===== src/rtl/core/gdcb_pkg.sv =====
// ----------------------------------------------------------------------------
// Grid density cull bias package
// Shared types, widths, codes and reset values for the cull bias core.
// ----------------------------------------------------------------------------
`timescale 1ns / 1ps
`default_nettype none

package gdcb_pkg;

  // Default structure sizes.
  localparam int GRID_SIDE_DEF   = 128;
  localparam int COUNT_WIDTH_DEF = 16;

  // Field widths.
  localparam int DIVIDEND_W = 32;
  localparam int CELL_W     = 16;
  localparam int THR_W      = 20;
  localparam int DIST_W     = 24;
  localparam int BIAS_W     = 10;
  localparam int LCOUNT_W   = 20;
  localparam int COORD_W    = 7;

  // Divider steps per query: one quotient bit per cycle.
  localparam int DIV_STEPS = DIVIDEND_W;

  // Bias values in Q8.
  localparam logic [BIAS_W-1:0] BIAS_ONE  = 10'd256;
  localparam logic [BIAS_W-1:0] BIAS_NEAR = 10'd410;
  localparam logic [BIAS_W-1:0] BIAS_FAR  = 10'd640;

  localparam logic [LCOUNT_W-1:0] LCOUNT_MAX = '1;

  // Configuration port.
  localparam int CFG_IDX_W  = 3;
  localparam int CFG_DATA_W = 24;

  typedef enum logic [CFG_IDX_W-1:0] {
    CFG_CELL_SIZE   = 3'd0,
    CFG_THRESHOLD   = 3'd1,
    CFG_FAR_DIST    = 3'd2,
    CFG_NEAR_DIST   = 3'd3
  } cfg_reg_e;

  localparam logic [CELL_W-1:0] CELL_SIZE_RST = 16'd160;
  localparam logic [THR_W-1:0]  THRESHOLD_RST = 20'd30;
  localparam logic [DIST_W-1:0] FAR_DIST_RST  = 24'd640;
  localparam logic [DIST_W-1:0] NEAR_DIST_RST = 24'd320;

  // Item kinds.
  localparam logic KIND_FRAME = 1'b0;
  localparam logic KIND_QUERY = 1'b1;

  // Neighbour offset codes along one axis.
  localparam logic [1:0] NBR_MINUS  = 2'd0;
  localparam logic [1:0] NBR_CENTER = 2'd1;
  localparam logic [1:0] NBR_PLUS   = 2'd2;

  typedef struct packed {
    logic                         kind;
    logic signed [DIVIDEND_W-1:0] player_x;
    logic signed [DIVIDEND_W-1:0] player_y;
    logic [DIST_W-1:0]            distance;
  } in_item_t;

  typedef struct packed {
    logic [BIAS_W-1:0]   bias_q8;
    logic [LCOUNT_W-1:0] local_count;
    logic [COORD_W-1:0]  target_col;
    logic [COORD_W-1:0]  target_row;
  } out_item_t;

  typedef struct packed {
    logic                  we;
    logic [CFG_IDX_W-1:0]  index;
    logic [CFG_DATA_W-1:0] data;
  } cfg_wr_t;

  typedef enum logic [2:0] {
    ST_CLEAR,
    ST_IDLE,
    ST_DIV,
    ST_FOLD,
    ST_READ,
    ST_WAIT,
    ST_WRITE,
    ST_RESULT
  } ctrl_state_e;

  // Commands from the controller to the datapath.
  typedef struct packed {
    logic       load;
    logic       div_step;
    logic       fold;
    logic       rd_en;
    logic [1:0] nbr_dx;
    logic [1:0] nbr_dy;
    logic       wr_inc;
    logic       clr_en;
    logic       out_load;
  } dp_cmd_t;

  // Status from the datapath to the controller.
  typedef struct packed {
    logic clr_last;
  } dp_sts_t;

endpackage

`default_nettype wire


===== src/rtl/core/gdcb_ctrl.sv =====
// ----------------------------------------------------------------------------
// Cull bias controller
// Sequences clearing sweeps, division, neighbour reads, the counter update
// and the hand-off of each result to the output register.
// ----------------------------------------------------------------------------
`timescale 1ns / 1ps
`default_nettype none

module gdcb_ctrl (
  input  wire logic              clk_i,
  input  wire logic              rst_ni,
  input  wire logic              in_valid_i,
  input  wire logic              in_kind_i,
  output logic                   in_stall_o,
  output logic                   out_valid_o,
  input  wire logic              out_stall_i,
  input  wire gdcb_pkg::dp_sts_t sts_i,
  output gdcb_pkg::dp_cmd_t      cmd_o
);

  localparam int DCNT_W = $clog2(gdcb_pkg::DIV_STEPS);

  gdcb_pkg::ctrl_state_e state_q, state_d;
  logic [DCNT_W-1:0]     div_cnt_q, div_cnt_d;
  logic [1:0]            nbr_x_q, nbr_x_d, nbr_y_q, nbr_y_d;
  logic                  out_valid_q, out_valid_d;
  logic                  div_last, nbr_last, out_free;

  assign div_last = div_cnt_q == DCNT_W'(gdcb_pkg::DIV_STEPS - 1);
  assign nbr_last = (nbr_x_q == gdcb_pkg::NBR_PLUS) && (nbr_y_q == gdcb_pkg::NBR_PLUS);
  assign out_free = !out_valid_q || !out_stall_i;

  // Next state.
  always_comb begin
    state_d = state_q;
    unique case (state_q)
      gdcb_pkg::ST_CLEAR: begin
        if (sts_i.clr_last) state_d = gdcb_pkg::ST_IDLE;
      end
      gdcb_pkg::ST_IDLE: begin
        if (in_valid_i) begin
          state_d = (in_kind_i == gdcb_pkg::KIND_QUERY) ? gdcb_pkg::ST_DIV
                                                        : gdcb_pkg::ST_CLEAR;
        end
      end
      gdcb_pkg::ST_DIV: begin
        if (div_last) state_d = gdcb_pkg::ST_FOLD;
      end
      gdcb_pkg::ST_FOLD:  state_d = gdcb_pkg::ST_READ;
      gdcb_pkg::ST_READ: begin
        if (nbr_last) state_d = gdcb_pkg::ST_WAIT;
      end
      gdcb_pkg::ST_WAIT:  state_d = gdcb_pkg::ST_WRITE;
      gdcb_pkg::ST_WRITE: state_d = gdcb_pkg::ST_RESULT;
      gdcb_pkg::ST_RESULT: begin
        if (out_free) state_d = gdcb_pkg::ST_IDLE;
      end
      default: state_d = gdcb_pkg::ST_IDLE;
    endcase
  end

  // Counters and output valid.
  always_comb begin
    div_cnt_d = '0;
    nbr_x_d   = gdcb_pkg::NBR_MINUS;
    nbr_y_d   = gdcb_pkg::NBR_MINUS;
    if (state_q == gdcb_pkg::ST_DIV && !div_last) begin
      div_cnt_d = div_cnt_q + DCNT_W'(1);
    end
    if (state_q == gdcb_pkg::ST_READ && !nbr_last) begin
      if (nbr_y_q == gdcb_pkg::NBR_PLUS) begin
        nbr_x_d = nbr_x_q + 2'd1;
      end else begin
        nbr_x_d = nbr_x_q;
        nbr_y_d = nbr_y_q + 2'd1;
      end
    end
    out_valid_d = cmd_o.out_load || (out_valid_q && out_stall_i);
  end

  // Outputs.
  always_comb begin
    cmd_o          = '0;
    cmd_o.load     = (state_q == gdcb_pkg::ST_IDLE) && in_valid_i;
    cmd_o.div_step = state_q == gdcb_pkg::ST_DIV;
    cmd_o.fold     = state_q == gdcb_pkg::ST_FOLD;
    cmd_o.rd_en    = state_q == gdcb_pkg::ST_READ;
    cmd_o.nbr_dx   = nbr_x_q;
    cmd_o.nbr_dy   = nbr_y_q;
    cmd_o.wr_inc   = state_q == gdcb_pkg::ST_WRITE;
    cmd_o.clr_en   = state_q == gdcb_pkg::ST_CLEAR;
    cmd_o.out_load = (state_q == gdcb_pkg::ST_RESULT) && out_free;
    in_stall_o     = state_q != gdcb_pkg::ST_IDLE;
  end

  assign out_valid_o = out_valid_q;

  always_ff @(posedge clk_i or negedge rst_ni) begin
    if (!rst_ni) begin
      state_q     <= gdcb_pkg::ST_CLEAR;
      div_cnt_q   <= '0;
      nbr_x_q     <= gdcb_pkg::NBR_MINUS;
      nbr_y_q     <= gdcb_pkg::NBR_MINUS;
      out_valid_q <= 1'b0;
    end else begin
      state_q     <= state_d;
      div_cnt_q   <= div_cnt_d;
      nbr_x_q     <= nbr_x_d;
      nbr_y_q     <= nbr_y_d;
      out_valid_q <= out_valid_d;
    end
  end

  // A result never overwrites one that is still waiting downstream.
  a_no_overwrite: assert property (@(posedge clk_i) disable iff (!rst_ni)
    cmd_o.out_load |-> !(out_valid_q && out_stall_i))
    else $error("result loaded over a stalled beat");

  // A finished clearing sweep returns to idle.
  a_clear_done: assert property (@(posedge clk_i) disable iff (!rst_ni)
    (state_q == gdcb_pkg::ST_CLEAR && sts_i.clr_last) |=> state_q == gdcb_pkg::ST_IDLE)
    else $error("clearing sweep did not finish");

  // An accepted query always starts the divider.
  a_query_div: assert property (@(posedge clk_i) disable iff (!rst_ni)
    (cmd_o.load && in_kind_i == gdcb_pkg::KIND_QUERY) |=> state_q == gdcb_pkg::ST_DIV)
    else $error("query did not start division");

endmodule

`default_nettype wire


===== config.mk =====
export PLATFORM = sky130hd
export DESIGN_NAME = gdcb_ctrl
export DESIGN_NICKNAME = d
export VERILOG_FILES = /design/src/rtl/core/gdcb_pkg.sv /design/src/rtl/core/gdcb_ctrl.sv
export SDC_FILE = /design/constraint.sdc
export NUM_CORES = 1
export LEC_CHECK = 0
export BUFFER_PORTS_ARGS = -buffer_cell sky130_fd_sc_hd__buf_4
export CAP_MARGIN = 10
export CORE_MARGIN = 5
export CORE_UTILIZATION = 40
export DETAILED_ROUTE_END_ITERATION = 10
export PLACE_DENSITY = 0.62
export SYNTH_ARGS = -nofsm -noshare
export SYNTH_HDL_FRONTEND = slang
export SYNTH_SLANG_ARGS = --single-unit

===== constraint.sdc =====
create_clock -name clk_i -period 2.4 [get_ports clk_i]
set_input_delay 0.48 -clock clk_i [delete_from_list [all_inputs] [get_ports clk_i]]
set_output_delay 0.48 -clock clk_i [all_outputs]
set_load 0.01 [all_outputs]

==> results of run 1 <==
-- placed cells by master (no fill, tap or decap), types with 2 or more instances in the layout --
cell type	instances
nand2b_1	2
clkbuf_4	3
a21oi_1	2
nand3_1	2
buf_4	18
xnor2_1	2
or3_1	3
ha_1	3
nor2_1	13
dfrtp_1	13
nand2_1	4
inv_1	7
-- report_power, final --
group / internal [mW] / total (mW) / switching, mW / leakage [nW]
clock: 0.0645 / 0.136 / 0.0712 / 0.0150
sequential: 0.269 / 0.353 / 0.0837 / 0.173
combinational: 0.219 / 0.398 / 0.179 / 0.254
total: 0.553 / 0.886 / 0.333 / 0.442
-- routing by layer --
layer | global-route usage | share of wire
met1 | 0.131 | 0.46
met2 | 0.180 | 0.48
met3 | 0.0321 | 0.044
met4 | 0.0655 | 0.0095
met5 | 0 | 0
-- critical path, cell delays in order, from the launching register on --
cell and delay [ns]:
dfrtp_1 0.40, ha_1 0.23, and3_1 0.19, ha_1 0.17, or3_1 0.49, o2111ai_2 0.12
mux2_4 0.31
-- flip-flops by register name, indices dropped and copies added, names as in the netlist --
signal	count
state_q	3
nbr_y_q	2
out_valid_o	1
nbr_x_q	2
div_cnt_q	5
-- worst paths after layout --
check                                       start                      to  slack [ns]  cells after the start
max in group asynchronous                  rst_ni   out_valid_o$_DFF_PN0_        2.21                      1
min                                        rst_ni  nbr_x_q[0]$_DFFE_PN0P_        0.02                      1
max                        div_cnt_q[0]$_DFF_PN0_  state_q[1]$_DFFE_PN0P_        0.39                      6
max reg2reg                div_cnt_q[0]$_DFF_PN0_  state_q[1]$_DFFE_PN0P_        0.39                      6
min reg2reg                div_cnt_q[0]$_DFF_PN0_  div_cnt_q[0]$_DFF_PN0_        0.47                      1
min in group clk_i                    out_stall_i   out_valid_o$_DFF_PN0_        0.41                      3
-- kinds of logic (layout without fill, tap and decap cells) --
kind of cell	count (synthesis)	after routing	share of synthesized area
AO/OA/AOI/OAI	8	8	0.0896
XOR/XNOR	3	3	0.0384
adder cells (fa/ha/maj)	3	3	0.0549
buffers and inverters	10	29	0.0695
flip-flops	13	13	0.475
multiplexers	2	2	0.0366
AND/OR/NAND/NOR	31	31	0.236
-- layout make-up --
type	count	area share
Clock buffer	4	0.0311
Multi-Input combinational cell	47	0.368
Timing Repair Buffer	18	0.160
Inverter	7	0.0311
Tap cell	17	0.0251
Sequential cell	13	0.385
==> results.sh, run 1 <==
export IMPL_setup_tns_ns=0
export IMPL_ios=19
export IMPL_cp_max_fo=7
export IMPL_clockRootBuffer="clkbuf_4"
export IMPL_critical_path_class="reg -> reg"
export IMPL_drive_gt1_frac=0.292
export IMPL_grt_pass1_wl_um=2200
export IMPL_grt_pass1_vias=537
export IMPL_synth_seq_cells=13
export IMPL_slew_violations=0
export IMPL_p_per_area_nw_per_um2=1050
export IMPL_netlist_area_um2=684
export IMPL_portBuffers=18
export IMPL_clk_latency_ns=0.28
export IMPL_synth_top_cell_area_share=0.475
export IMPL_p_leak_nw=0.442
export IMPL_netlist_instances=70
export IMPL_gp_congestion=0.709
export IMPL_regArea_um2=325
export IMPL_holdWs_ns=0.0243
export IMPL_hold_path_class="in -> async"
export IMPL_cts_tree="built"
export IMPL_total_power_mw=0.886
export IMPL_grt_overflow=0
export IMPL_antenna_found_initial=0
export IMPL_fin_skew_ns=0.00722
export IMPL_finalWorstSetupSlack_ns=0.394
export IMPL_dr_pass1_iters=4
export IMPL_final_util=0.506
export IMPL_path_clk_slew_ns=0.08
export IMPL_cap_violations=0
export IMPL_ys_warn_count=0
export IMPL_setup_viol=0
export IMPL_die_h_um=51.4
export IMPL_max_slew_margin=0.782
export IMPL_wirelength_um=1260
export IMPL_vias=522
export IMPL_status="complete, no violations"
export IMPL_antennaDiodeCount=0
export IMPL_synth_cell_types=28
export IMPL_core_um2=1670
export IMPL_yosysTopAreaCell="dfrtp_1"
export IMPL_post_place_cells=102
export IMPL_synthTopCellsByArea="dfrtp_1 48%, nor2_1 7.1%, ha_1 5.5%"
export IMPL_grt_max_degree=14
export IMPL_cts_buffers=3
export IMPL_cts_setup_buffers=0
export IMPL_postCtsHoldBufs=0
export IMPL_detail_route_antenna_nets=0
export IMPL_post_cts_resized=0
export IMPL_cts_buffer_depth=2
export IMPL_grtUsageTotal=0.112
export IMPL_post_place_ws_ns=0.407
export IMPL_ys_flop_type="dfrtp_1"
export IMPL_fillers=171
export IMPL_synth_edf_count=0
export IMPL_dpl_cell_area_um2=820
export IMPL_multi_input_area_um2=312
export IMPL_post_synth_cell_area_avg_um2=9.78
export IMPL_wl_per_cell_um=11.9
export IMPL_ys_seq_area_frac=0.475
export IMPL_dp_hpwl_um=941
export IMPL_synth_common_cells="13 x dfrtp_1, 13 x nor2_1, 7 x inv_1"
export IMPL_detail_route_vias_per_cell=4.92
export IMPL_worstPathArrival_ns=2.18
export IMPL_design_area_um2=846
export IMPL_min_period_ns=2.01
export IMPL_worstSetupEndpointType="flip-flop"
export IMPL_cts_htree_levels=1
export IMPL_irDropWorstVdd_mv=0.583
export IMPL_row_count=15
export IMPL_critPathLaunchType="flip-flop"
export IMPL_dr_first_iter_drc_count=5
export IMPL_cts_sinks=13
export IMPL_worst_ep_required_time_ns=2.57
export IMPL_syn_nets=79
export IMPL_start_util=0.410
export IMPL_period_share=0.836
export IMPL_rsz0062_at_grt="false"
export IMPL_die_w_um=51.4
export IMPL_async_reset_ff_frac=1.00
export IMPL_layout_cells_non_filler=106
export IMPL_area_growth_pct=23.6
export IMPL_fmax_mhz=499
export IMPL_worstMarginPinSlew_ns=0.327
export IMPL_nets=99
export IMPL_drc=0
export IMPL_finalHoldViolations=0
export IMPL_dieArea_um2=2640
(Power assumes the default switching activity.)
==> run 2: changes to the inputs <==
--- a/config.mk
+++ b/config.mk
@@ -10,7 +10,7 @@
 export CORE_MARGIN = 5
 export CORE_UTILIZATION = 40
 export DETAILED_ROUTE_END_ITERATION = 10
-export PLACE_DENSITY = 0.62
+export PLACE_DENSITY = 0.64
 export SYNTH_ARGS = -nofsm -noshare
 export SYNTH_HDL_FRONTEND = slang
 export SYNTH_SLANG_ARGS = --single-unit
==> constraint.sdc (replaced) <==
create_clock -name clk_i -period 1.84 [get_ports clk_i]
set_input_delay 0.368 -clock clk_i [delete_from_list [all_inputs] [get_ports clk_i]]
set_output_delay 0.368 -clock clk_i [all_outputs]
set_load 0.01 [all_outputs]
==> run 2 against run 1 <==
- combinational power up 43%
- critical path type unchanged
- sequential cell count is the same
- critical endpoint unchanged
- largest cell class unchanged
- highest routed layer unchanged
- final cell count rose by 2.8%
- sequential share of layout area fell by 1.4 points
- first-iteration DRC count up 40%
- total power increased by 35%
- critical path depth stayed put
==> results.sh, run 2 (same netlist as run 1, synthesis figures left out) <==
export IMPL_dr_pass1_iters=4
export IMPL_die_w_um=51.4
export IMPL_fillers=160
export IMPL_seqPwrFrac=0.374
export IMPL_cp_cell_sequence="ha_2 -> and3_1 -> ha_1 -> or3_4 -> o2111ai_2 -> mux2_4"
export IMPL_grt_pass1_vias=519
export IMPL_drive_gt1_frac=0.348
export IMPL_wirelength_um=1280
export IMPL_cts_sinks=13
export IMPL_wl_per_cell_um=11.8
export IMPL_cts_htree_levels=1
export IMPL_clk_latency_ns=0.28
export IMPL_start_util=0.410
export IMPL_max_slew_margin=0.810
export IMPL_finalHoldViolations=0
export IMPL_path_clk_slew_ns=0.08
export IMPL_cts_setup_buffers=0
export IMPL_p_sw_mw=0.449
export IMPL_period_share=0.957
export IMPL_top_regs="div_cnt_q: 5 flops, state_q: 3 flops"
export IMPL_p_leak_nw=0.455
export IMPL_nets=102
export IMPL_setup_viol=0
export IMPL_min_period_ns=1.76
export IMPL_drc=0
export IMPL_detail_route_vias_per_cell=5.00
export IMPL_die_h_um=51.4
export IMPL_worstPathArrival_ns=1.93
export IMPL_worstSetupEndpointType="flip-flop"
export IMPL_clockRootBuffer="clkbuf_4"
export IMPL_combPwrFrac=0.476
export IMPL_antenna_found_initial=0
export IMPL_max_stage_delay_ns=0.40
export IMPL_ios=19
export IMPL_row_count=15
export IMPL_core_um2=1670
export IMPL_fmax_mhz=568
export IMPL_fin_skew_ns=0.00339
export IMPL_antennaDiodeCount=0
export IMPL_area_growth_pct=28.7
export IMPL_grtUsageTotal=0.117
export IMPL_largest_reg_flops=5
export IMPL_p_per_area_nw_per_um2=1360
export IMPL_p_clk_frac=0.150
export IMPL_final_util=0.527
export IMPL_dr_first_iter_drc_count=7
export IMPL_cp_max_fo=3
export IMPL_vias=545
export IMPL_gp_congestion=0.702
export IMPL_cts_buffers=3
export IMPL_cap_violations=0
export IMPL_dp_hpwl_um=1000
export IMPL_detail_route_antenna_nets=0
export IMPL_layout_commonest_cell="buf_4"
export IMPL_status="complete, no violations"
export IMPL_worstMarginPinSlew_ns=0.284
export IMPL_grt_overflow=0
export IMPL_irDropWorstVdd_mv=0.603
export IMPL_slew_violations=0
export IMPL_dieArea_um2=2640
export IMPL_rsz0062_at_grt="false"
export IMPL_worst_ep_required_time_ns=2.01
export IMPL_critical_path_slowest_cell="dfrtp_1"
export IMPL_critical_path_class="reg -> reg"
export IMPL_cts_buffer_depth=2
export IMPL_p_int_mw=0.749
export IMPL_top_register="div_cnt_q"
export IMPL_final_cell_mix="20 x buf_4, 13 x nor2_1, 12 x dfrtp_1, 7 x inv_1, 4 x nand2_1"
export IMPL_portBuffers=18
export IMPL_cts_tree="built"
export IMPL_critPathLaunchType="flip-flop"
export IMPL_setup_tns_ns=0
export IMPL_grt_pass1_wl_um=2210
export IMPL_hold_path_class="in -> reg"
export IMPL_netSwitchingFraction=0.375
export IMPL_grt_max_degree=14
-- run 2: cell types whose count changed in the layout (fill, tap and decap cells not counted) --
cell	before	now
ha_2	0	1
clkinv_2	0	1
or3_1	3	2
dfrtp_1	13	12
ha_1	3	2
buf_4	18	20
clkbuf_1	1	0
dfrtp_2	0	1
dlygate4sd3_1	0	1
or3_4	0	1
-- run 2: layout make-up --
| cell class | count | area (µm²) | share of cell area |
|---|---|---|---|
| Clock buffer | 3 | 22.5 | 0.0256 |
| Clock inverter | 1 | 5.00 | 0.00568 |
| Inverter | 7 | 26.3 | 0.0298 |
| Multi-Input combinational cell | 47 | 319 | 0.362 |
| Sequential cell | 13 | 327 | 0.371 |
| Tap cell | 17 | 21.3 | 0.0241 |
| Timing Repair Buffer | 21 | 160 | 0.182 |
-- run 2: worst max-delay path: cells and delay by family, from the launching register on --
kind / cells / cell delay [ns]
simple gates: 2 / 0.51
flops: 1 / 0.40
fa+ha+maj: 2 / 0.35
mux: 1 / 0.32
compound gates: 1 / 0.08
-- run 2: worst paths after layout --
| check | startpoint | end | slack (ns) | cells after the start |
|---|---|---|---|---|
| min | out_stall_i | out_valid_o$_DFF_PN0_ | 0.29 | 3 |
| min in group asynchronous | rst_ni | state_q[0]$_DFFE_PN0P_ | 0.46 | 2 |
| max reg2reg | div_cnt_q[0]$_DFF_PN0_ | state_q[1]$_DFFE_PN0P_ | 0.08 | 6 |
| min reg2reg | div_cnt_q[0]$_DFF_PN0_ | div_cnt_q[0]$_DFF_PN0_ | 0.46 | 1 |
| max in group asynchronous | rst_ni | state_q[1]$_DFFE_PN0P_ | 1.21 | 2 |
| max | div_cnt_q[0]$_DFF_PN0_ | state_q[1]$_DFFE_PN0P_ | 0.08 | 6 |
-- run 2: routing by layer --
metal,up-vias,routed length [µm],global-route usage
met2,14,596,0.182
met1,255,585,0.135
met4,0,21,0.0786
met5,-,0,0
li1,274,-,-
met3,2,81,0.0379
-- run 2: stage by stage --
stage          hold WS (ns)  setup WS (ns)  area [µm²]  power [mW]  cells
2_1_floorplan        0.0724         0.0227         693       0.833     70
3_3_place_gp          0.219          0.102         837        1.01    104
3_5_place_dp          0.222         0.0793         837        1.01    104
4_1_cts               0.281         0.0453         875        1.20    109
5_1_grt               0.293        0.00372         881        1.31    109
6_report              0.295         0.0791         881        1.20    109
-- run 2: repair_timing --
item                                    in CTS  in global routing
endpoints found under the setup margin       0                  4
hold buffers                                 1                  0
endpoints found under the hold margin       13                  0
resized for setup                            0                  2
-- run 2: power by group through the flow --
stage	sequential [mW]	combinational [mW]	clock, mW
3_5_place_dp	0.450	0.565	0
2_1_floorplan	0.413	0.419	0
4_1_cts	0.444	0.569	0.192
5_1_grt	0.464	0.640	0.210
6_report	0.448	0.570	0.179
3_3_place_gp	0.449	0.561	0
==> run 3: changes to the inputs <==
==> constraint.sdc (replaced) <==
create_clock -name clk_i -period 1.84 [get_ports clk_i]
set_input_delay 0.368 -clock clk_i [delete_from_list [all_inputs] [get_ports clk_i]]
set_output_delay 0.368 -clock clk_i [all_outputs]
set_load 0.1 [all_outputs]
==> run 3 against run 2 <==
- wire length grew 14%
- via count rose by 4.2%
- hold slack improved by 0.033 ns
- cell area up 16%
- worst setup slack worse by 0.040 ns
- sequential share of layout area is 4.3 points lower
- fmax is 2.2% lower
- final cell count is 5.5% higher
- sequential cell count did not move
- first-iteration DRC count is 14% higher
- clock-buffer cell count did not move
- clock skew increased by 0.0012 ns
- largest cell class is now multi-input combinational cells
==> results.sh, run 3 (same netlist as run 1, synthesis figures left out) <==
export IMPL_core_um2=1670
export IMPL_antennaDiodeCount=0
export IMPL_design_area_um2=1020
export IMPL_start_util=0.410
export IMPL_layout_commonest_cell="buf_4"
export IMPL_wl_met1_um=650
export IMPL_drc=0
export IMPL_grt_pass1_vias=563
export IMPL_cp_max_fo=5
export IMPL_max_slew_margin=0.814
export IMPL_wl_per_cell_um=12.7
export IMPL_grt_max_degree=14
export IMPL_row_count=15
export IMPL_max_stage_delay_ns=0.45
export IMPL_worstMarginPinSlew_ns=0.279
export IMPL_period_share=0.979
export IMPL_area_growth_pct=49.5
export IMPL_dpl_cell_area_um2=880
export IMPL_dp_hpwl_um=1010
export IMPL_finalHoldViolations=0
export IMPL_cts_buffer_depth=2
export IMPL_grt_overflow=0
export IMPL_detail_route_antenna_nets=0
export IMPL_detail_route_vias_per_cell=4.94
export IMPL_wirelength_um=1460
export IMPL_top_register="div_cnt_q"
export IMPL_worstSetupEndpointType="output port"
export IMPL_post_place_ws_ns=0.00609
export IMPL_multi_input_area_um2=357
export IMPL_vias=568
export IMPL_grt_pass1_wl_um=2360
export IMPL_die_h_um=51.4
export IMPL_top_layer_used="met4"
export IMPL_slew_violations=0
export IMPL_path_clk_slew_ns=0.09
export IMPL_cts_buffers=3
export IMPL_cap_violations=0
export IMPL_fin_skew_ns=0.00457
export IMPL_critical_path_class="reg -> out"
export IMPL_cts_htree_levels=1
export IMPL_wl_met2_um=733
export IMPL_portBuffers=18
export IMPL_gp_congestion=0.701
export IMPL_nets=108
export IMPL_regArea_um2=335
export IMPL_ios=19
export IMPL_setup_viol=0
export IMPL_drive_gt1_frac=0.520
export IMPL_clockRootBuffer="clkbuf_4"
export IMPL_cts_tree="built"
export IMPL_rsz0062_at_grt="true"
export IMPL_cp_cell_sequence="or3b_4 -> clkinvlp_4 -> buf_12"
export IMPL_critPathLaunchType="flip-flop"
export IMPL_die_w_um=51.4
export IMPL_antenna_found_initial=0
export IMPL_dr_wl_met3_um=64
export IMPL_grtUsageTotal=0.119
export IMPL_cts_sinks=13
export IMPL_fmax_mhz=555
export IMPL_hold_path_class="in -> reg"
export IMPL_critical_path_slowest_cell="dfrtp_2"
export IMPL_worstPathArrival_ns=1.43
export IMPL_largest_reg_flops=5
export IMPL_top_regs="div_cnt_q: 5 flops, state_q: 3 flops"
export IMPL_status="complete, no violations"
export IMPL_fillers=142
export IMPL_finalWorstSetupSlack_ns=0.0394
export IMPL_worst_ep_required_time_ns=1.47
export IMPL_dr_first_iter_drc_count=8
export IMPL_min_period_ns=1.80
export IMPL_clk_latency_ns=0.28
export IMPL_final_cell_mix="21 x buf_4, 12 x nor2_1, 8 x dfrtp_2, 5 x inv_1, 5 x dfrtp_1"
export IMPL_dr_pass1_iters=4
export IMPL_dieArea_um2=2640
-- run 3: changes by cell type in the layout (fill, tap and decap cells not counted), sizes merged --
cell	change
buf	+6
clkinvlp	+2
inv	-2
-- run 3: layer usage --
layer | global-route usage | up-vias
li1 | - | 288
met1 | 0.142 | 267
met2 | 0.193 | 11
met3 | 0.0292 | 2
met4 | 0.0655 | 0
met5 | 0 | -
-- run 3: worst max-delay path: cells and delay by family (launching register included) --
kind | cells | cell delay [ns]
buffers and inverters | 2 | 0.26
DFF | 1 | 0.45
and+or+nand+nor | 1 | 0.45
-- run 3: cell type report --
type,instances,area share
clock inverter,1,0.00489
sequential,13,0.328
timing repair buffer,27,0.243
clock buffer,3,0.0220
tap,17,0.0208
multi-input combinational,47,0.348
inverter,7,0.0330
-- run 3: final timing paths --
check / startpoint / endpoint / slack, ns / depth (start not counted)
worst min register to register: nbr_y_q[1]$_DFF_PN0_ / nbr_y_q[0]$_DFF_PN0_ / 0.46 / 1
worst max-delay path: state_q[0]$_DFFE_PN0P_ / cmd_o[7] / 0.04 / 3
min in group asynchronous: rst_ni / div_cnt_q[1]$_DFF_PN0_ / 0.46 / 2
worst min-delay path: out_stall_i / out_valid_o$_DFF_PN0_ / 0.33 / 3
worst max register to register: div_cnt_q[0]$_DFF_PN0_ / state_q[1]$_DFFE_PN0P_ / 0.05 / 6
max in group asynchronous: rst_ni / state_q[2]$_DFFE_PN0P_ / 1.20 / 2
-- run 3: through the flow --
stage | hold slack (ns) | cells | utilization | TNS (ns)
6_report | 0.328 | 115 | 0.613 | 0
5_1_grt | 0.331 | 115 | 0.613 | -0.00991
4_1_cts | 0.318 | 113 | 0.589 | 0
3_5_place_dp | 0.223 | 105 | 0.527 | 0
3_3_place_gp | 0.223 | 105 | 0.527 | 0
2_1_floorplan | 0.0724 | 70 | - | -1.31
-- run 3: what timing repair did --
action,4_1_cts,5_1_grt
hold endpoints to repair,13,0
pin swaps,1,1
gates resized for setup,12,5
buffers inserted,3,2
hold buffers,1,0
setup endpoints to repair,5,5
gates cloned,0,0
Power of run 3 is not shown: default switching activity piles up to over one toggle a cycle in this logic, so the estimate is an artifact.
